`src/design/cbs_pkg.sv`:
```
// shared constants, types and helpers for the centered binomial sampler
package cbs_pkg;

  localparam int unsigned ByteW      = 8;
  localparam int unsigned CountW     = 11;
  localparam int unsigned CoefW      = 3;
  localparam int unsigned BufW       = 6;
  localparam int unsigned AccW       = BufW + ByteW;
  localparam int unsigned TotalW     = 4;
  localparam int unsigned MaxDegree  = 2047;
  localparam int unsigned CountReset = 761;

  localparam logic [TotalW-1:0] GroupEta2 = TotalW'(4);
  localparam logic [TotalW-1:0] GroupEta3 = TotalW'(6);

  typedef enum logic {
    CfgEtaMode    = 1'b0,
    CfgCoeffCount = 1'b1
  } cfg_reg_e;

  typedef logic [CountW-1:0] count_t;

  function automatic logic [1:0] ones3(input logic [2:0] v);
    logic [1:0] c;
    c = {1'b0, v[0]} + {1'b0, v[1]} + {1'b0, v[2]};
    return c;
  endfunction

endpackage

```
`src/design/cbs_group_decode.sv`:
```
// turns one 4-bit or 6-bit stream group into a signed coefficient
module cbs_group_decode (
  input  logic                             eta3_i,
  input  logic [cbs_pkg::BufW-1:0]         group_i,
  output logic signed [cbs_pkg::CoefW-1:0] coefficient_o
);

  logic [2:0] low_bits;
  logic [2:0] high_bits;
  logic [1:0] low_ones;
  logic [1:0] high_ones;

  always_comb begin
    if (eta3_i) begin
      low_bits  = group_i[2:0];
      high_bits = group_i[5:3];
    end else begin
      low_bits  = {1'b0, group_i[1:0]};
      high_bits = {1'b0, group_i[3:2]};
    end
  end

  assign low_ones      = cbs_pkg::ones3(low_bits);
  assign high_ones     = cbs_pkg::ones3(high_bits);
  assign coefficient_o = signed'({1'b0, low_ones} - {1'b0, high_ones});

endmodule

```
`src/design/centered_binomial_sampler.sv`:
```
// top level of the centered binomial sampler
//
// Random bytes come in on the input channel (in_valid_i / in_stall_o) and are read
// as one bit stream, bit 0 of each byte first. In eta-2 mode every 4 bits make a
// coefficient, in eta-3 mode every 6 bits; each coefficient leaves on the output
// channel (out_valid_o / out_stall_i) with last_o set on the final coefficient of a
// polynomial, after which the rest of that byte is dropped.
// A byte is taken into a working register; while the receiver does not stall, the
// single group decoder turns one group per cycle into the one-beat-per-cycle
// output register, so a coefficient passes through the working register and then
// the output register. The next byte is taken in the cycle the last group of the
// current byte is decoded; a byte gives two groups in eta-2 mode, one or two in
// eta-3 mode, and none after the group that ends the polynomial.
// The configuration channel (cfg_valid_i / cfg_ready_o) is always ready; index 0
// sets the mode and restarts the polynomial, index 1 sets the coefficient count.
// Reset empties the bit buffer, zeroes the emitted-coefficient counter and selects
// eta 2 with 761 coefficients. While the receiver stalls, the output beat holds and
// the input channel stalls as soon as the working register has a group to hand on.
module centered_binomial_sampler #(
  parameter int unsigned MaxDegree = cbs_pkg::MaxDegree
) (
  input  logic                              clk_i,
  input  logic                              rst_ni,
  input  logic                              in_valid_i,
  output logic                              in_stall_o,
  input  logic [cbs_pkg::ByteW-1:0]         rand_byte_i,
  output logic                              out_valid_o,
  input  logic                              out_stall_i,
  output logic signed [cbs_pkg::CoefW-1:0]  coefficient_o,
  output logic                              last_o,
  input  logic                              cfg_valid_i,
  output logic                              cfg_ready_o,
  input  cbs_pkg::cfg_reg_e                 cfg_index_i,
  input  logic [cbs_pkg::CountW-1:0]        cfg_data_i
);

  localparam int unsigned AccW   = cbs_pkg::AccW;
  localparam int unsigned TotalW = cbs_pkg::TotalW;
  localparam int unsigned BufW   = cbs_pkg::BufW;

  logic                     eta3_q;
  cbs_pkg::count_t          coeff_count_q;
  cbs_pkg::count_t          emitted_q, emitted_d;
  logic [AccW-1:0]          acc_q, acc_d;
  logic [TotalW-1:0]        total_q, total_d;
  logic                     busy_q, busy_d;
  logic                     second_q, second_d;
  logic                     out_valid_q;
  logic signed [cbs_pkg::CoefW-1:0] coef_q;
  logic                     last_q;

  logic [TotalW-1:0]        gsize;
  cbs_pkg::count_t          limit;
  cbs_pkg::count_t          emitted_inc;
  logic signed [cbs_pkg::CoefW-1:0] coef_new;
  logic                     have_grp;
  logic                     out_free;
  logic                     emit;
  logic                     emit_last;
  logic                     done_after;
  logic                     finish;
  logic                     in_accept;
  logic                     cfg_write;
  logic [AccW-1:0]          acc_shift;
  logic [TotalW-1:0]        total_sub;
  logic [AccW-1:0]          base_acc;
  logic [TotalW-1:0]        base_total;

  cbs_group_decode u_decode (
    .eta3_i        (eta3_q),
    .group_i       (acc_q[BufW-1:0]),
    .coefficient_o (coef_new)
  );

  // effective polynomial length
  always_comb begin
    if (coeff_count_q == '0) begin
      limit = cbs_pkg::count_t'(1);
    end else if (32'(coeff_count_q) > MaxDegree) begin
      limit = cbs_pkg::count_t'(MaxDegree);
    end else begin
      limit = coeff_count_q;
    end
  end

  assign gsize       = eta3_q ? cbs_pkg::GroupEta3 : cbs_pkg::GroupEta2;
  assign have_grp    = busy_q && (total_q >= gsize);
  assign out_free    = !out_valid_q || !out_stall_i;
  assign emit        = have_grp && out_free;
  assign emitted_inc = emitted_q + cbs_pkg::count_t'(1);
  assign emit_last   = (emitted_inc >= limit);
  assign acc_shift   = acc_q >> gsize;
  assign total_sub   = total_q - gsize;
  assign done_after  = emit_last || second_q || (total_sub < gsize);
  assign finish      = busy_q && (!have_grp || (out_free && done_after));
  assign in_stall_o  = busy_q && !finish;
  assign in_accept   = in_valid_i && !in_stall_o;
  assign cfg_ready_o = 1'b1;
  assign cfg_write   = cfg_valid_i && cfg_ready_o;

  // bits left over once the current byte is done
  always_comb begin
    if (!busy_q || !have_grp) begin
      base_acc   = acc_q;
      base_total = total_q;
    end else if (emit_last) begin
      base_acc   = '0;
      base_total = '0;
    end else begin
      base_acc   = acc_shift;
      base_total = total_sub;
    end
  end

  always_comb begin
    acc_d     = acc_q;
    total_d   = total_q;
    busy_d    = busy_q;
    second_d  = second_q;
    emitted_d = emitted_q;
    if (emit) begin
      emitted_d = emit_last ? '0 : emitted_inc;
    end
    if (in_accept) begin
      acc_d    = AccW'(base_acc[BufW-1:0])
               | (AccW'(rand_byte_i) << base_total[2:0]);
      total_d  = base_total + TotalW'(cbs_pkg::ByteW);
      busy_d   = 1'b1;
      second_d = 1'b0;
    end else if (finish) begin
      acc_d    = base_acc;
      total_d  = base_total;
      busy_d   = 1'b0;
      second_d = 1'b0;
    end else if (emit) begin
      acc_d    = acc_shift;
      total_d  = total_sub;
      second_d = 1'b1;
    end
    if (cfg_write && (cfg_index_i == cbs_pkg::CfgEtaMode)) begin
      acc_d     = '0;
      total_d   = '0;
      emitted_d = '0;
    end
  end

  always_ff @(posedge clk_i or negedge rst_ni) begin
    if (!rst_ni) begin
      acc_q     <= '0;
      total_q   <= '0;
      busy_q    <= 1'b0;
      second_q  <= 1'b0;
      emitted_q <= '0;
    end else begin
      acc_q     <= acc_d;
      total_q   <= total_d;
      busy_q    <= busy_d;
      second_q  <= second_d;
      emitted_q <= emitted_d;
    end
  end

  // configuration registers
  always_ff @(posedge clk_i or negedge rst_ni) begin
    if (!rst_ni) begin
      eta3_q        <= 1'b0;
      coeff_count_q <= cbs_pkg::count_t'(cbs_pkg::CountReset);
    end else if (cfg_write) begin
      unique case (cfg_index_i)
        cbs_pkg::CfgEtaMode:    eta3_q        <= cfg_data_i[0];
        cbs_pkg::CfgCoeffCount: coeff_count_q <= cfg_data_i;
        default:                eta3_q        <= eta3_q;
      endcase
    end
  end

  // output register
  always_ff @(posedge clk_i or negedge rst_ni) begin
    if (!rst_ni) begin
      out_valid_q <= 1'b0;
    end else if (emit) begin
      out_valid_q <= 1'b1;
    end else if (!out_stall_i) begin
      out_valid_q <= 1'b0;
    end
  end

  always_ff @(posedge clk_i) begin
    if (emit) begin
      coef_q <= coef_new;
      last_q <= emit_last;
    end
  end

  assign out_valid_o   = out_valid_q;
  assign coefficient_o = coef_q;
  assign last_o        = last_q;

endmodule

```
`config.mk`:
```
export PLATFORM = sky130hd
export DESIGN_NAME = centered_binomial_sampler
export DESIGN_NICKNAME = d
export VERILOG_FILES = /design/src/design/cbs_pkg.sv /design/src/design/cbs_group_decode.sv /design/src/design/centered_binomial_sampler.sv
export SDC_FILE = /design/constraint.sdc
export NUM_CORES = 1
export LEC_CHECK = 0
export ABC_AREA = 1
export BUFFER_PORTS_ARGS = -buffer_cell sky130_fd_sc_hd__buf_2
export CAP_MARGIN = 10
export CORE_MARGIN = 8
export CORE_UTILIZATION = 60
export CTS_CLUSTER_SIZE = 30
export DETAILED_ROUTE_END_ITERATION = 6
export GPL_TIMING_DRIVEN = 0
export PLACE_DENSITY = 0.76
export SLEW_MARGIN = 15
export SYNTH_ARGS = -nofsm -noshare
export SYNTH_HDL_FRONTEND = slang
export SYNTH_HIERARCHICAL = 1
export SYNTH_SLANG_ARGS = --single-unit
```
`constraint.sdc`:
```
create_clock -name clk_i -period 4.22 [get_ports clk_i]
set_clock_uncertainty 0.2 [all_clocks]
set_input_delay 0.633 -clock clk_i [delete_from_list [all_inputs] [get_ports clk_i]]
set_output_delay 0.633 -clock clk_i [all_outputs]
set_load 0.01 [all_outputs]
```
== Word level (Yosys, flattened, before mapping) ==
Cells that the tools add are included.
Operators by class
  add/sub/neg operators: 8
  order comparisons: 3
  shifts and indexed selects: 2
  bitwise operators: 2
  mux-type cells: 26
  reduce and logical (&&, ||, !) cells: 26
  equal/unequal tests: 2
Operator list (number)
  $mux W14: 6
  $mux W11: 4
  $mux W4: 6
  $or A6 B14 Y14: 1
  $shl A8 B3 Y14: 1
  $shr A14 B3 Y14: 1
  $add A11 B1 Y11 const B: 1
  $ge A11 B11 Y1: 1
  $logic_not A11 Y1: 1
  $logic_and A1 B1 Y1: 7
  $mux W1: 7
  $logic_not A1 Y1: 6
  $mux W3: 2
  $reduce_and A2 Y1: 3
  $logic_or A1 B1 Y1: 5
  $add A1 B1 Y2: 2
  $add A2 B1 Y2: 2
  $add A4 B4 Y4 const B: 1
  $ge A4 B3 Y1: 1
  $lt A4 B3 Y1: 1
  $ne A4 B3 Y1 const B: 1
  $reduce_bool A2 Y1: 2
  $reduce_bool A4 Y1: 1
  $sub A4 B3 Y4: 1
  other kinds (5): 5
Word-level totals
  register bits: 48
  logic and storage cells: 80
  output and inout bits: 7

== Depth between registers and ports, before layout ==
  depth in word-level cells: 14
  depth in mapped cells: 28

== Cells and area by module ==
Netlist, hierarchy kept.
By module, submodules not included
  centered_binomial_sampler: area an instance 3348.2 um^2, cells an instance 442, sequential area each 1229.9 um^2, times used 1
  cbs_group_decode: area an instance 140.1 um^2, cells an instance 22, sequential area each 0.0 um^2, times used 1

== Worst setup path before layout ==
OpenSTA, ideal clock, no wires.
  kind: register to output
  start: register emitted_q[0]
  end: output port in_stall_o
  arrival time: 2.625 ns
  required time: 3.387 ns
  path slack: 0.762 ns
  buffers on the path: 0
  stages on the path, launching flop included: 20
  cells stage by stage: dfrtp_1 > ha_1 > nand3_1 > nor2_1 > nand2_1 > nor3_1 > nand2_1 > nor2_1 > xor2_1 > inv_1 > ha_1 > nand2_2 > inv_2 > a21oi_4 > nand2_4 > nor2_8 > nand2_8 > inv_2 > nand3_4 > nand2_1
Between the ends
  longest elaborated chain between the ends: 9
Ends and longest elaborated chain
  start: declaration: RTL line centered_binomial_sampler.sv:43  | cbs_pkg::count_t emitted_q, emitted_d;
  start signal: assignment: RTL line centered_binomial_sampler.sv:159  | emitted_q <= emitted_d;
  $add A11 B1 Y11: RTL line centered_binomial_sampler.sv:90  | assign emitted_inc = emitted_q + cbs_pkg::count_t'(1);
  $ge A11 B11 Y1: RTL line centered_binomial_sampler.sv:91  | assign emit_last = (emitted_inc >= limit);
  $logic_or A1 B1 Y1 (2 in series): RTL line centered_binomial_sampler.sv:94  | assign done_after = emit_last || second_q || (total_sub < gsize);
  $logic_and A1 B1 Y1: RTL line centered_binomial_sampler.sv:95  | assign finish = busy_q && (!have_grp || (out_free && done_after));
  $logic_or A1 B1 Y1: RTL line centered_binomial_sampler.sv:95
  $logic_and A1 B1 Y1: RTL line centered_binomial_sampler.sv:95
  $logic_not A1 Y1: RTL line centered_binomial_sampler.sv:96  | assign in_stall_o = busy_q && !finish;
  $logic_and A1 B1 Y1: RTL line centered_binomial_sampler.sv:96
  end: declaration: RTL line centered_binomial_sampler.sv:25  | output logic in_stall_o,
Every way passes these cells.

== Final worst setup path ==
  start: register emitted_q[1]
  end: output port in_stall_o
Same word-level chain as after synthesis.

==> impl_metrics.toml <==
[run_status]
status = "finished, final reports clean"

[detailed_routing]
num_vias = 3215
drc = 0
vias_per_cell = 5.515
routed_wl_um = 8658
drt-wirelength-per-cell_um = 14.85
postRouteAntennaNets = 0
drt_iter0_drc = 221
dr.pass1.iters = 5

[synthesis]
ys_seq_area_share_pct = 35.26
synth-edff-count = 4
synth_warnings = 6
synth_fp_nets = 508
synth.distinct_cells = 49
ys_seq_elements = 48
synthArstFlopShare_pct = 91.67
synth_area_mm2 = 0.003488
synth_flop_cell = "dfrtp_1"
syn_inst = 464
syn-mean-instance-area_um2 = 7.518

[floorplanning]
num_io_pins = 32
row_count = 27
dieHeight_um = 92.25
core-area_mm2 = 0.005574
dieArea_mm2 = 0.008510
die_x_um = 92.25
initial_utilization_pct = 62.58

[job]
drv_cap = 0

[timing]
max-slew-margin-rel_pct = 33.96
worst_pin_slew_ns = 0.9907
fin_crit_sh_pct = 97.65
setup_viol = 0
fin_setup_tns_ns = 0
max_freq_mhz = 242.7
finalHoldViolCount = 0
worst_slack_ns = 0.09916
finalMaxSlewViolations = 0
layout_min_cycle_time_ns = 4.121

[critical_path]
cp-start-kind = "flip-flop"
crit_path_end_kind = "output port"
cp_common_cell = "nand2_2"
crit_path_max_fanout = 4
slowest_stage = "dfrtp_1"
critPathBufInv = 4
slowest_delay_ns = 0.43
worstPathRequired_ns = 3.39
crit_chain = "ha_4, nand3_2, nor2_2, nand2_2, nor3_4, nand2_1, nor2_1, xor2_1, inv_1, ha_4, nand2_4, inv_2, nand2_1, nor2_2, nand2_2, nand2_4, nor2_8, nand2_8, inv_4, nand3_4, nand2_2, buf_2"
cp.arrival_ns = 3.29
crit_type = "reg2out"
crit_family = "simple AND/OR/NAND/NOR gates"

[final_layout]
nNetsFinal = 554
n_antenna_cell = 0
finalInstanceArea_mm2 = 0.003948
fin_cells = 583
final_common_cell = "nand2_1"
layout.cells.most_common_list = "120 x nand2_1, 62 x inv_1, 45 x nand3_1, 36 x dfrtp_1, 33 x nor2_1"
drive_above_1_share_pct = 21.33
syn2layout_area_growth_pct = 13.16

[pwr]
p_total_mw = 2.733
ir_worst_vdd_mv = 0.4251
pwr_density_cell_mw_per_mm2 = 692.4
p_leak_nw = 2.132

[placement]
dp_cells = 566
gp_congestion = 0.9310
placed_cell_area_mm2 = 0.003729
dp_hpwl_um = 6397
place_ws_ns = 0.3087
port-buffer-count = 30

[clock_network]
cts_buffer_depth = 2
cts_max_level = 2
clk_pin_slew_ns = 0.09
ctsHoldBuffers = 0
numCtsBuffers = 5
cts_root_buffer = "clkbuf_8"
tritoncts = "done"
clk_latency_ns = 0.31
cts_sinks = 48

[global_route]
grt_pass1_wl_um = 14530
groute.usage.overall_pct = 20.73
first_global_vias = 3117
grt_max_degree = 45
grt-ovfl-total = 0
antenna_found_initial = 0

[worst_hold_path]
hp-class = "in2async"
metrics by stage:
stage	hold WS, ns	utilization (%)
final	0.2885	70.82
after global routing	0.3374	70.82
after CTS	0.3071	68.69
after detailed placement	0.2862	66.89
after global placement	0.2709	66.89
after floorplan	0.1374	-
registers in the layout (all words and copies together) (netlist names):
name           cells
acc_q             14
coeff_count_q     11
emitted_q         11
total_q            4
coefficient_o      3
busy_q             1
eta3_q             1
last_o             1
out_valid_o        1
second_q           1
final timing paths:
| check | startpoint | to | slack, ns | cells past startpoint |
|---|---|---|---|---|
| max | emitted_q[1] | in_stall_o | 0.1 | 22 |
| min | rst_ni | out_valid_o | 0.29 | 1 |
| max reg2reg | emitted_q[1] | acc_q[1] | 0.22 | 26 |
| min reg2reg | acc_q[9] | acc_q[9] | 0.30 | 2 |
| max in group asynchronous | rst_ni | emitted_q[0] | 2.86 | 1 |
| min in group clk_i | acc_q[9] | acc_q[9] | 0.30 | 2 |
repair_timing:
action / CTS / global route
gates resized for setup: 2 / 10
setup endpoints to repair: 1 / 2
buffers inserted: 0 / 9
pin swaps: 0 / 8
power by group:
part	switching (mW)	internal [mW]	leakage [nW]
combinational	1.08	0.624	1.50
sequential	0.107	0.630	0.586
clock	0.156	0.133	0.0445
cell families (layout without fill, tap and decap cells):
group                      Yosys count  in the layout  synth area share [%]
other                                1              1                0.1075
xor gates and xnor gates             9              9                 2.260
muxes                                3              3                0.8967
AOI/OAI and AO/OA                   65             65                 12.02
and+or+nand+nor                    235            235                 32.07
DFF                                 48             48                 35.26
buffers and inverters               84            131                 9.935
adders and majority gates           19             19                 7.461
area by class of cell:
class,instances,area (µm²)
Timing Repair Buffer,39,217.7
Clock buffer,7,86.33
Inverter,75,287.8
Multi-Input combinational cell,332,1966
Clock inverter,1,7.507
Sequential cell,48,1231
Fill cell,487,1627
Tap cell,72,90.09
Buffer,9,61.31
synth_stat cells (2+ instances only):
| library cell | count | area [µm²] |
|---|---|---|
| buf_4 | 3 | 22.52 |
| fa_1 | 3 | 60.06 |
| a22oi_1 | 2 | 15.01 |
| inv_1 | 62 | 232.7 |
| buf_6 | 2 | 22.52 |
| o21ai_1 | 4 | 20.02 |
| xor2_1 | 9 | 78.83 |
| nand3b_1 | 3 | 22.52 |
| a21oi_1 | 26 | 130.1 |
| nand2_4 | 5 | 56.30 |
| o22ai_2 | 2 | 25.02 |
| nand2_1 | 122 | 457.9 |
| o21ai_0 | 13 | 65.06 |
| nand3_1 | 46 | 230.2 |
| o211ai_1 | 2 | 15.01 |
| dfstp_2 | 7 | 183.9 |
| mux2i_1 | 2 | 20.02 |
| edfxtp_1 | 4 | 120.1 |
| nand4_1 | 4 | 25.02 |
| ha_1 | 16 | 200.2 |
| o22ai_1 | 7 | 43.79 |
| dfrtp_1 | 37 | 925.9 |
| inv_2 | 11 | 41.29 |
| nor2_1 | 34 | 127.6 |
| nor3_1 | 3 | 15.01 |
| nand3_4 | 2 | 35.03 |
| a32o_1 | 2 | 20.02 |
| clkbuf_1 | 3 | 11.26 |
| nand2_2 | 8 | 50.05 |
layer usage:
metal / vias up / track usage, % / share of wire [%]
met4: 0 / 5.772 / 1.6
met5: - / 0 / 0
met3: 18 / 4.238 / 5.6
met1: 1512 / 29.02 / 48
met2: 93 / 31.53 / 45
li1: 1592 / - / -
(Power assumes the default switching activity.)
